File: src/reversible_stack_unit_assert.svh
// Assertion macros used by the top file of the reversible stack unit.
`ifndef REVERSIBLE_STACK_UNIT_ASSERT_SVH
`define REVERSIBLE_STACK_UNIT_ASSERT_SVH

// Same-cycle implication, checked on every rising edge outside reset.
`define RSU_ASSERT_NOW(lbl, ante, cons, msg) \
  lbl: assert property (@(posedge clk) disable iff (!rst_n) (ante) |-> (cons)) \
    else $error(msg);

// Next-cycle implication, checked on every rising edge outside reset.
`define RSU_ASSERT_NEXT(lbl, ante, cons, msg) \
  lbl: assert property (@(posedge clk) disable iff (!rst_n) (ante) |=> (cons)) \
    else $error(msg);

`endif

File: src/rsu_pkg.sv
// Shared types and constants of the reversible stack unit.
package rsu_pkg;

  localparam int KIND_W    = 3;
  localparam int WORD_W    = 32;
  localparam int FILL_W    = 6;
  localparam int DEPTH_DEF = 32;

  localparam logic [KIND_W-1:0] K_PUSH    = 3'd0;
  localparam logic [KIND_W-1:0] K_POP     = 3'd1;
  localparam logic [KIND_W-1:0] K_REVERSE = 3'd2;
  localparam logic [KIND_W-1:0] K_DISPLAY = 3'd3;
  localparam logic [KIND_W-1:0] K_CLEAR   = 3'd4;

  typedef enum logic [2:0] {
    S_IDLE,
    S_EXEC,
    S_TOP,
    S_CAP,
    S_DLOAD,
    S_DOUT,
    S_DADDR,
    S_OUT
  } rsu_state_t;

  // Commands from the controller to the datapath.
  typedef struct packed {
    logic latch;      // capture the request
    logic exec;       // apply the request to the stack state
    logic cap_top;    // capture top word, fill and empty flag
    logic load_res;   // load the single result of a non-display request or an empty display
    logic load_disp;  // load one display result from the read port
    logic addr_k;     // read at the display cursor instead of the top
    logic k_inc;      // advance the display cursor
  } rsu_cmd_t;

  // Status from the datapath to the controller.
  typedef struct packed {
    logic is_disp;    // captured request is a display
    logic empty;      // no words held
    logic res_last;   // result register holds the final result
  } rsu_sts_t;

endpackage

File: src/rsu_if.sv
// Request and result channel interfaces of the reversible stack unit.
interface rsu_in_if import rsu_pkg::*; ();
  logic                     valid;
  logic                     ready;
  logic [KIND_W-1:0]        kind;
  logic signed [WORD_W-1:0] value;

  modport source (output valid, kind, value, input ready);
  modport sink (input valid, kind, value, output ready);
endinterface

interface rsu_out_if import rsu_pkg::*; ();
  logic                     valid;
  logic                     ready;
  logic signed [WORD_W-1:0] data;
  logic                     has_data;
  logic signed [WORD_W-1:0] top_word;
  logic                     is_empty;
  logic [FILL_W-1:0]        fill;
  logic                     overflow;
  logic                     last;

  modport source (output valid, data, has_data, top_word, is_empty, fill, overflow, last,
                  input ready);
  modport sink (input valid, data, has_data, top_word, is_empty, fill, overflow, last,
                output ready);
endinterface

File: src/reversible_stack_unit.sv
// Every request runs through EXEC, TOP and CAP; a non-display request or a display of
// an empty stack then shows its one result in OUT, while any other display shows each
// word in DOUT after a read in DLOAD, with a DADDR step between taken words, set by the
// single registered read port of the ring store. A new request waits until the last result is taken.
// Reset (synchronous, rst_n low): empty stack, base 0, normal direction, idle; the
// store itself is not cleared and needs no clearing pass.
`include "reversible_stack_unit_assert.svh"
module reversible_stack_unit import rsu_pkg::*; #(
  parameter int DEPTH = DEPTH_DEF
) (
  input  logic clk,
  input  logic rst_n,
  rsu_in_if.sink    in_chan,
  rsu_out_if.source out_chan
);

  // Command and status between the sequencer and the datapath.
  rsu_cmd_t cmd;
  rsu_sts_t sts;

  // Sequencer: take one request, run it through the store, hand out its results.
  rsu_ctrl u_ctrl (
    .clk       (clk),
    .rst_n     (rst_n),
    .in_valid  (in_chan.valid),
    .in_ready  (in_chan.ready),
    .out_valid (out_chan.valid),
    .out_ready (out_chan.ready),
    .sts       (sts),
    .cmd       (cmd)
  );

  // Datapath: ring store with direction bit; the result register stays put while
  // a result waits, so a stalled sink sees a stable payload.
  rsu_dp #(
    .DEPTH (DEPTH)
  ) u_dp (
    .clk          (clk),
    .rst_n        (rst_n),
    .cmd          (cmd),
    .in_kind      (in_chan.kind),
    .in_value     (in_chan.value),
    .sts          (sts),
    .out_data     (out_chan.data),
    .out_has_data (out_chan.has_data),
    .out_top_word (out_chan.top_word),
    .out_is_empty (out_chan.is_empty),
    .out_fill     (out_chan.fill),
    .out_overflow (out_chan.overflow),
    .out_last     (out_chan.last)
  );

  // A new request is never taken while a result is pending.
  `RSU_ASSERT_NOW(a_no_overlap, out_chan.valid, !in_chan.ready,
    "request taken while a result is pending")

  // An accepted request is never answered in the very next cycle.
  `RSU_ASSERT_NEXT(a_accept_gap, in_chan.valid && in_chan.ready, !out_chan.valid,
    "result shown too early after a request")

  // A dropped push carries no word and closes its request.
  `RSU_ASSERT_NOW(a_ovf_shape, out_chan.valid && out_chan.overflow,
    !out_chan.has_data && out_chan.last, "overflow result carries data or is not last")

endmodule

File: src/rsu_ctrl.sv
// Controller state machine of the reversible stack unit.
module rsu_ctrl import rsu_pkg::*; (
  input  logic     clk,
  input  logic     rst_n,
  input  logic     in_valid,
  output logic     in_ready,
  output logic     out_valid,
  input  logic     out_ready,
  input  rsu_sts_t sts,
  output rsu_cmd_t cmd
);

  rsu_state_t state_r, state_nxt;

  always_ff @(posedge clk) begin
    if (!rst_n) begin
      state_r <= S_IDLE;
    end else begin
      state_r <= state_nxt;
    end
  end

  always_comb begin
    state_nxt = state_r;
    cmd       = '0;
    in_ready  = 1'b0;
    out_valid = 1'b0;
    unique case (state_r)
      S_IDLE: begin
        in_ready = 1'b1;
        if (in_valid) begin
          cmd.latch = 1'b1;
          state_nxt = S_EXEC;
        end
      end
      S_EXEC: begin
        cmd.exec  = 1'b1;
        state_nxt = S_TOP;
      end
      S_TOP: begin
        state_nxt = S_CAP;
      end
      S_CAP: begin
        cmd.cap_top = 1'b1;
        if (sts.is_disp && !sts.empty) begin
          cmd.addr_k = 1'b1;
          state_nxt  = S_DLOAD;
        end else begin
          cmd.load_res = 1'b1;
          state_nxt    = S_OUT;
        end
      end
      S_DLOAD: begin
        cmd.load_disp = 1'b1;
        state_nxt     = S_DOUT;
      end
      S_DOUT: begin
        out_valid = 1'b1;
        if (out_ready) begin
          if (sts.res_last) begin
            state_nxt = S_IDLE;
          end else begin
            cmd.k_inc = 1'b1;
            state_nxt = S_DADDR;
          end
        end
      end
      S_DADDR: begin
        cmd.addr_k = 1'b1;
        state_nxt  = S_DLOAD;
      end
      S_OUT: begin
        out_valid = 1'b1;
        if (out_ready) begin
          state_nxt = S_IDLE;
        end
      end
      default: begin
        state_nxt = S_IDLE;
      end
    endcase
  end

endmodule

File: src/rsu_dp.sv
// Datapath of the reversible stack unit: ring store, pointers and result register.
module rsu_dp import rsu_pkg::*; #(
  parameter int DEPTH = DEPTH_DEF
) (
  input  logic                     clk,
  input  logic                     rst_n,
  input  rsu_cmd_t                 cmd,
  input  logic [KIND_W-1:0]        in_kind,
  input  logic signed [WORD_W-1:0] in_value,
  output rsu_sts_t                 sts,
  output logic signed [WORD_W-1:0] out_data,
  output logic                     out_has_data,
  output logic signed [WORD_W-1:0] out_top_word,
  output logic                     out_is_empty,
  output logic [FILL_W-1:0]        out_fill,
  output logic                     out_overflow,
  output logic                     out_last
);

  localparam int AW = (DEPTH > 1) ? $clog2(DEPTH) : 1;
  localparam int CW = $clog2(DEPTH + 1);

  typedef logic [AW-1:0] addr_t;
  typedef logic [CW-1:0] cnt_t;

  // Wrap a sum below twice the depth back into the ring.
  function automatic addr_t wrap(input logic [AW:0] s);
    logic [AW:0] t;
    t = (s >= (AW+1)'(DEPTH)) ? s - (AW+1)'(DEPTH) : s;
    return t[AW-1:0];
  endfunction

  logic [WORD_W-1:0] mem [DEPTH];
  logic [WORD_W-1:0] rd_q;

  addr_t             base_r, base_nxt;
  cnt_t              held_r, held_nxt;
  logic              rev_r, rev_nxt;
  addr_t             k_r;
  logic [KIND_W-1:0] kind_r;
  logic [WORD_W-1:0] value_r;
  logic              res_has_r;
  logic [WORD_W-1:0] res_word_r;
  logic              res_ovf_r;

  logic  full, empty, disp_last;
  logic  wr_en;
  addr_t wr_addr, base_dec, rd_addr, k_sel;
  cnt_t  off_c;

  assign full      = (held_r == CW'(DEPTH));
  assign empty     = (held_r == '0);
  assign disp_last = ((CW'(k_r) + CW'(1)) == held_r);
  assign base_dec  = (base_r == '0) ? AW'(DEPTH - 1) : base_r - AW'(1);

  // Slot of the word k places below the top.
  assign k_sel   = cmd.addr_k ? k_r : '0;
  assign off_c   = rev_r ? CW'(k_sel) : held_r - CW'(1) - CW'(k_sel);
  assign rd_addr = wrap({1'b0, base_r} + (AW+1)'(off_c[AW-1:0]));

  always_comb begin
    base_nxt = base_r;
    held_nxt = held_r;
    rev_nxt  = rev_r;
    wr_en    = 1'b0;
    wr_addr  = wrap({1'b0, base_r} + (AW+1)'(held_r));
    if (cmd.exec) begin
      unique case (kind_r)
        K_PUSH: begin
          if (!full) begin
            wr_en    = 1'b1;
            held_nxt = held_r + CW'(1);
            if (rev_r) begin
              base_nxt = base_dec;
              wr_addr  = base_dec;
            end
          end
        end
        K_POP: begin
          if (!empty) begin
            held_nxt = held_r - CW'(1);
            if (rev_r) begin
              base_nxt = wrap({1'b0, base_r} + (AW+1)'(1));
            end
          end
        end
        K_REVERSE: begin
          rev_nxt = !rev_r;
        end
        K_CLEAR: begin
          base_nxt = '0;
          held_nxt = '0;
          rev_nxt  = 1'b0;
        end
        default: begin
        end
      endcase
    end
  end

  always_ff @(posedge clk) begin
    if (wr_en) begin
      mem[wr_addr] <= value_r;
    end
    rd_q <= mem[rd_addr];
  end

  always_ff @(posedge clk) begin
    if (!rst_n) begin
      base_r <= '0;
      held_r <= '0;
      rev_r  <= 1'b0;
      k_r    <= '0;
    end else begin
      base_r <= base_nxt;
      held_r <= held_nxt;
      rev_r  <= rev_nxt;
      if (cmd.exec) begin
        k_r <= '0;
      end else if (cmd.k_inc) begin
        k_r <= k_r + AW'(1);
      end
    end
  end

  always_ff @(posedge clk) begin
    if (cmd.latch) begin
      kind_r  <= in_kind;
      value_r <= in_value;
    end
    if (cmd.exec) begin
      res_has_r  <= (kind_r == K_POP) && !empty;
      res_word_r <= rd_q;
      res_ovf_r  <= (kind_r == K_PUSH) && full;
    end
    if (cmd.cap_top) begin
      out_top_word <= empty ? '0 : rd_q;
      out_fill     <= FILL_W'(held_r);
      out_is_empty <= empty;
    end
    if (cmd.load_res) begin
      out_data     <= res_has_r ? res_word_r : '0;
      out_has_data <= res_has_r;
      out_overflow <= res_ovf_r;
      out_last     <= 1'b1;
    end else if (cmd.load_disp) begin
      out_data     <= rd_q;
      out_has_data <= 1'b1;
      out_overflow <= 1'b0;
      out_last     <= disp_last;
    end
  end

  assign sts.is_disp  = (kind_r == K_DISPLAY);
  assign sts.empty    = empty;
  assign sts.res_last = out_last;

endmodule

File: src/flat_wrapper.sv
// flat-port wrapper written by rule: the top's interface ports become plain ports
module reversible_stack_unit_flat import rsu_pkg::*;
#(
  parameter int DEPTH = DEPTH_DEF
)
  (clk, rst_n, in_chan_valid, in_chan_kind, in_chan_value, in_chan_ready, out_chan_valid, out_chan_data, out_chan_has_data, out_chan_top_word, out_chan_is_empty, out_chan_fill, out_chan_overflow, out_chan_last, out_chan_ready);
  rsu_in_if in_chan_i ();
  rsu_out_if out_chan_i ();
  input  logic clk;
  input  logic rst_n;
  input wire logic [$bits(in_chan_i.valid)-1:0] in_chan_valid;
  input wire logic [$bits(in_chan_i.kind)-1:0] in_chan_kind;
  input wire logic [$bits(in_chan_i.value)-1:0] in_chan_value;
  output wire logic [$bits(in_chan_i.ready)-1:0] in_chan_ready;
  output wire logic [$bits(out_chan_i.valid)-1:0] out_chan_valid;
  output wire logic [$bits(out_chan_i.data)-1:0] out_chan_data;
  output wire logic [$bits(out_chan_i.has_data)-1:0] out_chan_has_data;
  output wire logic [$bits(out_chan_i.top_word)-1:0] out_chan_top_word;
  output wire logic [$bits(out_chan_i.is_empty)-1:0] out_chan_is_empty;
  output wire logic [$bits(out_chan_i.fill)-1:0] out_chan_fill;
  output wire logic [$bits(out_chan_i.overflow)-1:0] out_chan_overflow;
  output wire logic [$bits(out_chan_i.last)-1:0] out_chan_last;
  input wire logic [$bits(out_chan_i.ready)-1:0] out_chan_ready;
  assign in_chan_i.valid = in_chan_valid;
  assign in_chan_i.kind = in_chan_kind;
  assign in_chan_i.value = in_chan_value;
  assign in_chan_ready = in_chan_i.ready;
  assign out_chan_valid = out_chan_i.valid;
  assign out_chan_data = out_chan_i.data;
  assign out_chan_has_data = out_chan_i.has_data;
  assign out_chan_top_word = out_chan_i.top_word;
  assign out_chan_is_empty = out_chan_i.is_empty;
  assign out_chan_fill = out_chan_i.fill;
  assign out_chan_overflow = out_chan_i.overflow;
  assign out_chan_last = out_chan_i.last;
  assign out_chan_i.ready = out_chan_ready;
  reversible_stack_unit #(.DEPTH(DEPTH)) u_core (.clk(clk), .rst_n(rst_n), .in_chan(in_chan_i), .out_chan(out_chan_i));
endmodule
File: config.mk
export PLATFORM = sky130hd
export DESIGN_NAME = reversible_stack_unit_flat
export DESIGN_NICKNAME = d
export VERILOG_FILES = /design/src/rsu_pkg.sv /design/src/rsu_if.sv /design/src/reversible_stack_unit.sv /design/src/rsu_ctrl.sv /design/src/rsu_dp.sv /design/src/flat_wrapper.sv
export VERILOG_INCLUDE_DIRS = /design/src /design/src/src
export SDC_FILE = /design/constraint.sdc
export NUM_CORES = 1
export LEC_CHECK = 0
export BUFFER_PORTS_ARGS = -buffer_cell sky130_fd_sc_hd__buf_2
export CAP_MARGIN = 20
export CORE_ASPECT_RATIO = 1.75
export CORE_MARGIN = 2
export CORE_UTILIZATION = 39
export CTS_CLUSTER_DIAMETER = 100
export DETAILED_ROUTE_END_ITERATION = 7
export GPL_TIMING_DRIVEN = 0
export HOLD_SLACK_MARGIN = 0.02
export RECOVER_POWER = 25
export SYNTH_ARGS = -nofsm -noshare
export SYNTH_HDL_FRONTEND = slang
export SYNTH_HIERARCHICAL = 1
export SYNTH_SLANG_ARGS = --single-unit
File: constraint.sdc
create_clock -name clk -period 12.17 [get_ports clk]
set_clock_uncertainty 0.15 [all_clocks]
set_input_delay 0.6085 -clock clk [delete_from_list [all_inputs] [get_ports clk]]
set_output_delay 0.6085 -clock clk [all_outputs]
set_load 0.02 [all_outputs]
; Word-level counts from Yosys, hierarchy flattened
; Memory sizes are Yosys's and may differ from the RTL's. A register that Yosys moved wholly into a read port is not among the register bits.
; Cells that the tools add are included.
[totals]
ff_bits = 163
ram_bits = 1024
in_bits = 39
output_inout_bits = 76
elab_cells = 122
memories = 1
[classes]
add_sub_neg = 12
magnitude_cmp = 3
eq_ne = 20
mux = 50
bitwise_logic = 1
reduce_logical = 18
[memory_table]
columns = name, words, width, rd, rd_ports_with_merged_regs, wr, line
row1 = u_core.u_dp.mem, 32, 32, 1, 1, 1, rsu_dp.sv:33  ; logic [WORD_W-1:0] mem [DEPTH];
[op_table]
columns = op, n
row1 = $mux 32, 3
row2 = $mux 5, 14
row3 = $pmux 3 s8, 1
row4 = $mux 1, 20
row5 = $sub 5x1->5 const B, 4
row6 = $ge 6x6->1 const B, 3
row7 = $pmux 6 s3, 1
row8 = $eq 3x3->1 const B, 5
row9 = $pmux 5 s3, 1
row10 = $ne 2x2->1 const B, 7
row11 = $add 5x1->6 const B, 2
row12 = $eq 3x2->1 const B, 4
row13 = $mux 3, 4
row14 = $mux 6, 2
row15 = $add 5x5->6, 1
row16 = $add 5x6->6, 1
row17 = $add 6x1->6 const B, 1
row18 = $eq 3x1->1 const B, 2
row19 = $eq 6x6->1, 1
row20 = $eq 6x6->1 const B, 1
row21 = $logic_not 3->1, 2
row22 = $logic_not 6->1, 1
row23 = $reduce_and 6->1, 1
row24 = $sub 6x1->6 const B, 1
row25 = 14 further kinds, 21

; Depth between registers and ports, before layout
; Gate-level depths: netlist of run 1.
[logic_depth]
ltp_word = 11
mapped_depth = 26
depth_no_buf = 20

; Cells and area by module
; Netlist of run 1, hierarchy kept.
[modules_own_cells]
columns = mod, instances, cells_each, area_each_um2, seq_area_each_um2
row1 = rsu_dp, 1, 2454, 47606.9, 36014.5
row2 = rsu_ctrl, 1, 37, 311.5, 60.1

; Worst setup path after synthesis of run 1
; Ideal clock, no wire load.
[synth_path]
path_type = reg-to-reg
from = register u_core.u_ctrl.state_r[1]
to = memory u_core.u_dp.mem[16][0] (enable)
setup_ns = 0.461
arrival_ns = 5.692
required_time_ns = 11.559
setup_slack_ns = 5.867
path_stages_with_launch = 9
n_path_buf = 2
synth_period_minus_slack_ns = 6.303
path_cell_list = dfxtp_1 -> buf_6 -> nand2b_1 -> nor2_1 -> nor4b_4 -> o211ai_4 -> mux2_2 -> buf_4 -> nor3_1
[synth_lines]
columns = element, line
row1 = from (decl), rsu_ctrl.sv:13  ; rsu_state_t state_r, state_nxt;
row2 = from (signal assigned), rsu_ctrl.sv:19  ; state_r <= state_nxt;
row3 = to (decl), rsu_dp.sv:33

==> flow_summary.ini, run 1 <==
[yosys]
synthCells = 2491
synth-xor-area-share_pct = 0.5118
syn_nets = 2550
synthMuxAreaShare_pct = 13.03
synthTopCellsByArea = edfxtp_1, mux4_2, dfxtp_1, o211ai_1, nand2_1
synth_cell_type_count = 70
ys_async_sr_fraction_pct = 0
synth-edff-count = 1166
yosysSeqAreaShare_pct = 75.28
post-synth-top-area-cell = edfxtp_1
synth_top_family_by_area = multiplexers
yosysWarnings = 6
yosys.area_share.simple_pct = 3.904
synth_compound_area_share_pct = 4.750
synth-main-ff-cell = edfxtp_1
netlist.area_leader.share_pct = 73.07
synth_area_per_cell_um2 = 19.24
ys_ff_latch = 1219
synthAdderAreaFrac_pct = 0.5692
synth_area_um2 = 47920

[die]
coreArea_um2 = 122300
io_pins = 115
die_w_um = 269.0
num_rows = 170
dieArea_um2 = 125800
dieHeight_um = 467.7
initial_core_util_pct = 39.18

[sta]
tightest_slew_ps = 1494
setup-violations-final = 0
relSlewSlack_pct = 0.4277
setup_tns_ps = 0
slew_viol_final = 0
fmax_mhz = 112.5
holdWs_ps = 93.78
min_period_ps = 8890
rsz0062_at_grt = no
setup_slack_ps = 3280
final-hold-violation-count = 0
final.period_utilization_pct = 73.05

[clocking]
cts_tree = done
clock-root-buffer = clkbuf_16
clk_latency_ps = 720
cts-buffers-inserted = 104
path_clk_slew_ps = 70
htreeDepth = 3
cts_buffer_depth = 3
clock_sinks = 1219
postCtsSetupBuffers = 0

[grt]
grt_max_degree = 40
track_usage_pct = 19.55
grt_pass1_wl_mm = 176.4
grt_overflow = 0
antenna_found_initial = 3
grt_pass1_vias = 26540

[routing]
viasPerCell = 5.486
drt_drc_violations_left = 0
vias = 25200
first_pass_iters = 7
drtIter0Drc = 2029
ant_nets = 0
routed_wire_length_per_instance_um = 26.54
finalWirelength_mm = 121.9

[min_path]
holdPathEnd = u_core/u_ctrl/state_r[0]$_SDFFE_PN0P_
hp-class = primary input to flop
hold_depth = 3
hp-start = rst_n

[finish]
stdcell_area_um2 = 56110
multi_input_area_um2 = 11080
seqCellArea_um2 = 36070
layout-drive-gt1-share_pct = 25.77
nets = 2934
syn_to_final_growth_pct = 17.08
nFillCells = 10320
fin_util_pct = 45.87

[power]
p_per_area_nw_per_um2 = 179.3
p_leak_nw = 18.47
p_comb_share_pct = 18.1
p_int_w = 0.007325
swShare_pct = 27.18
clkPwrFrac_pct = 33.1
seqPwrFrac_pct = 48.8
irDropWorstVdd_uv = 116.0
p_switching_w = 0.002735

[critical_path]
cp.required_ps = 12610
reg2reg_depth = 24
reg2reg_to = u_core/u_dp/rd_q[29]$_DFF_P_
r2r-start = u_core/u_dp/held_r[0]$_SDFFE_PN0P_
critPathCaptureType = flop
critical_path_arrival_ps = 9330
reg2reg_slack_ps = 3280
start_kind = flop
crit_fanout = 11
worstSetupPathType = flop to flop

[run_status]
run_status = finished, final reports clean

[run]
max_cap_violations = 0

[place]
gp_congestion = 0.8778
place_ws_ps = 3420
dpl-instance-area_um2 = 52020
hpwlAfterDp_mm = 87.11
port_buffers = 114
==> flip-flops by register name, indices dropped and copies added, names as in the netlist, 3 cells and up <==
register,count
u_core/u_dp/res_word_r,32
u_core/u_dp/value_r,32
u_core/u_dp/mem,1024
u_core/u_dp/k_r,5
u_core/u_dp/out_top_word,32
u_core/u_dp/out_fill,6
u_core/u_dp/held_r,6
u_core/u_dp/kind_r,3
u_core/u_dp/base_r,5
u_core/u_ctrl/state_r,3
u_core/u_dp/out_data,32
u_core/u_dp/rd_q,32
==> metal layers <==
layer / vias to the layer above / global-route usage (%) / wire length [µm]
met4: 2 / 8.359 / 5019
met5: - / 0 / 8
met2: 810 / 37.79 / 69060
met1: 13290 / 20.82 / 41850
li1: 10870 / - / -
met3: 235 / 2.749 / 5983
==> metrics by stage <==
step           total power [W]  cells
2_1_floorplan         0.006073   2491
3_3_place_gp          0.006738   4239
3_5_place_dp          0.006789   4341
4_1_cts                0.01012   4565
5_1_grt                0.01041   4593
6_report               0.01006   4594
==> repair_timing <==
item,in CTS,in global routing
hold endpoints to repair,36,0
resized for setup,0,0
setup endpoints to repair,0,0
hold buffers,36,0
==> cell type report <==
class / instances / area share, %
diodes: 3 / 0.01338
plain buffers: 167 / 1.329
clock buffers: 116 / 4.795
clock inverters: 72 / 1.227
inverters: 50 / 0.3390
multi-input cells: 1055 / 19.75
flip-flops and latches: 1219 / 64.30
well taps: 1634 / 3.644
repair buffers: 278 / 4.603
==> cells in the final DEF, fill, tap and decap left out, types with 4 or more instances in the layout <==
cell / n
ha_1: 17
xor2_1: 11
and3_1: 5
a21oi_1: 22
edfxtp_1: 1166
mux2_2: 35
clkinv_1: 25
nand2b_1: 10
nor2b_1: 5
mux2i_1: 7
buf_1: 10
o21ai_0: 45
inv_1: 47
o22ai_1: 5
nor2_1: 49
nor3_2: 30
a211oi_1: 4
nor3_1: 5
nand3_1: 75
clkinvlp_4: 5
clkbuf_1: 147
buf_6: 83
clkinv_2: 23
a21o_1: 6
clkinv_4: 4
buf_2: 134
clkbuf_16: 106
dlygate4sd3_1: 36
buf_8: 17
mux4_2: 256
a211o_1: 66
buf_4: 10
buf_16: 16
nor3_4: 4
nor3b_1: 5
xnor2_1: 17
o211ai_1: 130
dfxtp_1: 53
nand2_1: 187
bufinv_16: 11
==> how the worst max path moves through the flow <==
stage	startpoint	slack (ps)	to	cells after the start
final	u_core/u_dp/held_r[0]$_SDFFE_PN0P_	3280	u_core/u_dp/rd_q[29]$_DFF_P_	24
after global routing	u_core/u_dp/held_r[0]$_SDFFE_PN0P_	3140	u_core/u_dp/rd_q[30]$_DFF_P_	24
after CTS	u_core/u_dp/held_r[0]$_SDFFE_PN0P_	3360	u_core/u_dp/rd_q[30]$_DFF_P_	24
after detailed placement	u_core/u_dp/held_r[0]$_SDFFE_PN0P_	3420	u_core/u_dp/rd_q[30]$_DFF_P_	24
after global placement	u_core/u_ctrl/state_r[1]$_SDFFE_PN0P_	2020	u_core/u_dp/mem[2][5]$_DFFE_PP_	8
after floorplan	u_core/u_ctrl/state_r[1]$_SDFFE_PN0P_	5870	u_core/u_dp/mem[16][0]$_DFFE_PP_	8
==> Yosys cell counts (all sizes together) (2+ instances only) <==
master and instances:
nor2 50, o311ai 2, mux2i 8, or2 3, or4b 2, ha 17, o221ai 3, nor2b 6
buf 56, clkbuf 111, nand2 187, and2 5, nor4b 2, nand4 2, dfxtp 53, xnor2 17
nand2b 10, a211oi 4, nor3 39, a221oi 3, and3 6, mux4 256, nor3b 6, inv 49
o31ai 3, a21oi 23, fa 3, a31oi 3, a221o 3, xor2 11, and2b 2, edfxtp 1166
nand3 75, o211ai 131, a21o 6, mux2 35, a21boi 2, o21ai 47, a211o 66, o22ai 5
==> worst max-delay path, stage by stage (launching register included) <==
cell and delay (ps):
dfxtp_1 400, clkbuf_1 250, inv_1 100, ha_1 300, or4b_4 550, nor2_1 750, clkbuf_1 450, buf_4 190
nand2b_1 200, nor3_2 60, o21a_1 250, and2_1 200, ha_1 180, inv_1 100, fa_1 400, nand2_1 70
o21ai_0 160, fa_1 990, buf_2 420, clkbuf_1 870, clkbuf_1 690, mux4_2 450, o211ai_1 110, nand3_1 140
mux2_2 320
==> cells by family (layout without fill, tap and decap cells) <==
kind of cell | count (synthesis) | after routing
flip-flops | 1219 | 1219
other | 0 | 3
multiplexers | 299 | 299
adder cells (fa/ha/maj) | 20 | 20
XOR/XNOR | 28 | 28
AND/OR/NAND/NOR | 399 | 399
buffers and inverters | 217 | 683
AO/OA/AOI/OAI | 309 | 309
==> power groups by stage <==
| stage | clock (W) | combinational [W] | sequential (W) |
|---|---|---|---|
| finish | 0.00333 | 0.00182 | 0.00491 |
| global route | 0.00355 | 0.00193 | 0.00493 |
| CTS | 0.00340 | 0.00173 | 0.00499 |
| floorplan | 0 | 0.00105 | 0.00502 |
| detailed placement | 0 | 0.00171 | 0.00508 |
| global placement | 0 | 0.00167 | 0.00506 |
Power figures use the tool's default switching activity.
==> run 2, diff against run 1 <==
Clock period 12.17 ns to 8.6 ns, I/O delays scaled along.
==> run 2 against run 1 <==
Compared with the run above: the flow now finishes with violations (capacitance limit, slew limit); via count about the same; wire length about the same; power grew 42%; critical endpoint is now u_core/u_dp/rd_q[28]$_DFF_P_.
==> flow_summary.ini, run 2 (synthesized netlist as in run 1, its figures left out) <==
[run_status]
run_status = finished with violations
violations = capacitance limit, slew limit

[critical_path]
reg2reg_depth = 24
crit_fanout = 11
cp.required_ps = 9040
crit_path_end = u_core/u_dp/rd_q[28]$_DFF_P_
crit_start = u_core/u_dp/held_r[0]$_SDFFE_PN0P_
reg2reg_to = u_core/u_dp/rd_q[28]$_DFF_P_
r2r-start = u_core/u_dp/held_r[0]$_SDFFE_PN0P_
worstSetupPathType = flop to flop
reg2reg_slack_ps = 290
critPathCaptureType = flop
start_kind = flop
critical_path_arrival_ps = 8750

[min_path]
hp-class = primary input to flop

[clocking]
postCtsSetupBuffers = 0
cts_tree = done
clk_latency_ps = 720
cts-buffers-inserted = 104
cts_buffer_depth = 3
clock-root-buffer = clkbuf_16
clock_sinks = 1219
path_clk_slew_ps = 70
htreeDepth = 3

[grt]
grt_overflow = 0
track_usage_pct = 19.55
antenna_found_initial = 3
grt_max_degree = 40
grt_pass1_wl_mm = 176.4
grt_pass1_vias = 26580

[sta]
relSlewSlack_pct = -0.1982
final.period_utilization_pct = 96.62
final-hold-violation-count = 0
min_period_ps = 8309
setup_slack_ps = 291.0
fmax_mhz = 120.4
rsz0062_at_grt = no
tightest_slew_ps = 1503
setup-violations-final = 0
slew_viol_final = 32

[place]
port_buffers = 114
place_ws_ps = -150.0
gp_congestion = 0.8778
hpwlAfterDp_mm = 87.11

[finish]
largest_reg_flops = 1024
syn_to_final_growth_pct = 17.17
final_common_cell = edfxtp_1
fin_util_pct = 45.91
layout-drive-gt1-share_pct = 25.81
regMostFlops = u_core/u_dp/mem
nFillCells = 10320
final_cell_mix = edfxtp_1, mux4_2, nand2_1, clkbuf_1, buf_2
nets = 2937

[routing]
viasPerCell = 5.487
first_pass_iters = 7
vias = 25230
finalWirelength_mm = 121.9
routed_wire_length_per_instance_um = 26.52
ant_nets = 0
drtIter0Drc = 2055
drt_drc_violations_left = 0

[die]
num_rows = 170
io_pins = 115
die_w_um = 269.0
dieHeight_um = 467.7
initial_core_util_pct = 39.18
coreArea_um2 = 122300
dieArea_um2 = 125800

[power]
p_per_area_nw_per_um2 = 253.7
p_leak_nw = 18.49
irDropWorstVdd_uv = 164.0

[run]
max_cap_violations = 1
[run 2: repair_timing]
item / in CTS / in global routing
gates resized for setup: 1 / 3
setup endpoints to repair: 32 / 32
hold buffers: 39 / 0
endpoints found under the hold margin: 41 / 0
[run 2: report_power, final]
| part | total, W | switching, W | internal [W] | leakage, nW |
|---|---|---|---|---|
| Combinational | 0.00258 | 0.00162 | 0.000958 | 5.87 |
| Clock | 0.00471 | 0.00213 | 0.00259 | 1.65 |
| Sequential | 0.00695 | 0.000128 | 0.00683 | 11.0 |
| Total | 0.0142 | 0.00387 | 0.0104 | 18.5 |
[run 2: metrics by stage]
stage | std cells | power (W) | hold WS (ps) | setup TNS [ps] | cell area, µm²
CTS | 4568 | 0.01433 | 217.6 | 0 | 55790
global placement | 4239 | 0.009535 | 268.4 | -1070570 | 50530
detailed placement | 4341 | 0.009608 | 271.4 | -2414 | 52020
global route | 4596 | 0.01474 | 250.6 | 0 | 56140
finish | 4597 | 0.01424 | 273.4 | 0 | 56150
floorplan | 2491 | 0.008594 | 256.4 | 0 | 47920
[run 2: worst max-delay path, cell delays in order, from the launching register on]
cell             delay [ps]
dfxtp_1                 400
clkbuf_1                250
inv_1                   100
ha_1                    300
or4b_4                  560
nor2_2                  490
clkbuf_1                440
buf_4                   190
nand2b_1                200
nor3_2                   60
o21a_1                  250
and2_1                  200
ha_1                    180
inv_1                   100
fa_1                    400
nand2_1                  70
o21ai_0                 160
fa_1                    990
clkdlybuf4s15_1         820
clkbuf_1                660
mux4_2                  420
nand2_1                  90
a211o_1                 220
nand3_1                 130
mux2_2                  320
[run 2: layout make-up]
cell class / instances / area, µm² / area share [%]
Timing Repair Buffer: 281 / 2613 / 4.653
Multi-Input combinational cell: 1055 / 11080 / 19.74
Antenna cell: 3 / 7.507 / 0.01337
Sequential cell: 1219 / 36070 / 64.25
Tap cell: 1634 / 2044 / 3.641
Clock buffer: 116 / 2690 / 4.791
Clock inverter: 72 / 688.2 / 1.226
Inverter: 50 / 190.2 / 0.3387
Buffer: 167 / 753.2 / 1.342
[run 2: how the worst min path moves through the flow]
stage / startpoint / end / slack (ps) / depth (start not counted)
final: in_chan_value[27] / u_core/u_dp/value_r[27]$_DFFE_PP_ / 270 / 2
after global routing: in_chan_value[10] / u_core/u_dp/value_r[10]$_DFFE_PP_ / 250 / 2
after CTS: in_chan_value[27] / u_core/u_dp/value_r[27]$_DFFE_PP_ / 220 / 2
after detailed placement: u_core/u_dp/rd_q[17]$_DFF_P_ / u_core/u_dp/res_word_r[17]$_DFFE_PP_ / 270 / 0
after global placement: u_core/u_dp/rd_q[17]$_DFF_P_ / u_core/u_dp/res_word_r[17]$_DFFE_PP_ / 270 / 0
after floorplan: u_core/u_dp/held_r[5]$_SDFFE_PN0P_ / u_core/u_dp/out_fill[5]$_DFFE_PP_ / 260 / 0
[run 2: metal layers]
metal | share of wire (%) | vias up | track usage [%]
met3 | 5.0 | 235 | 2.749
met2 | 57 | 856 | 37.79
met5 | 0.0033 | - | 0
li1 | - | 10890 | -
met1 | 34 | 13250 | 20.82
met4 | 4.2 | 2 | 8.418
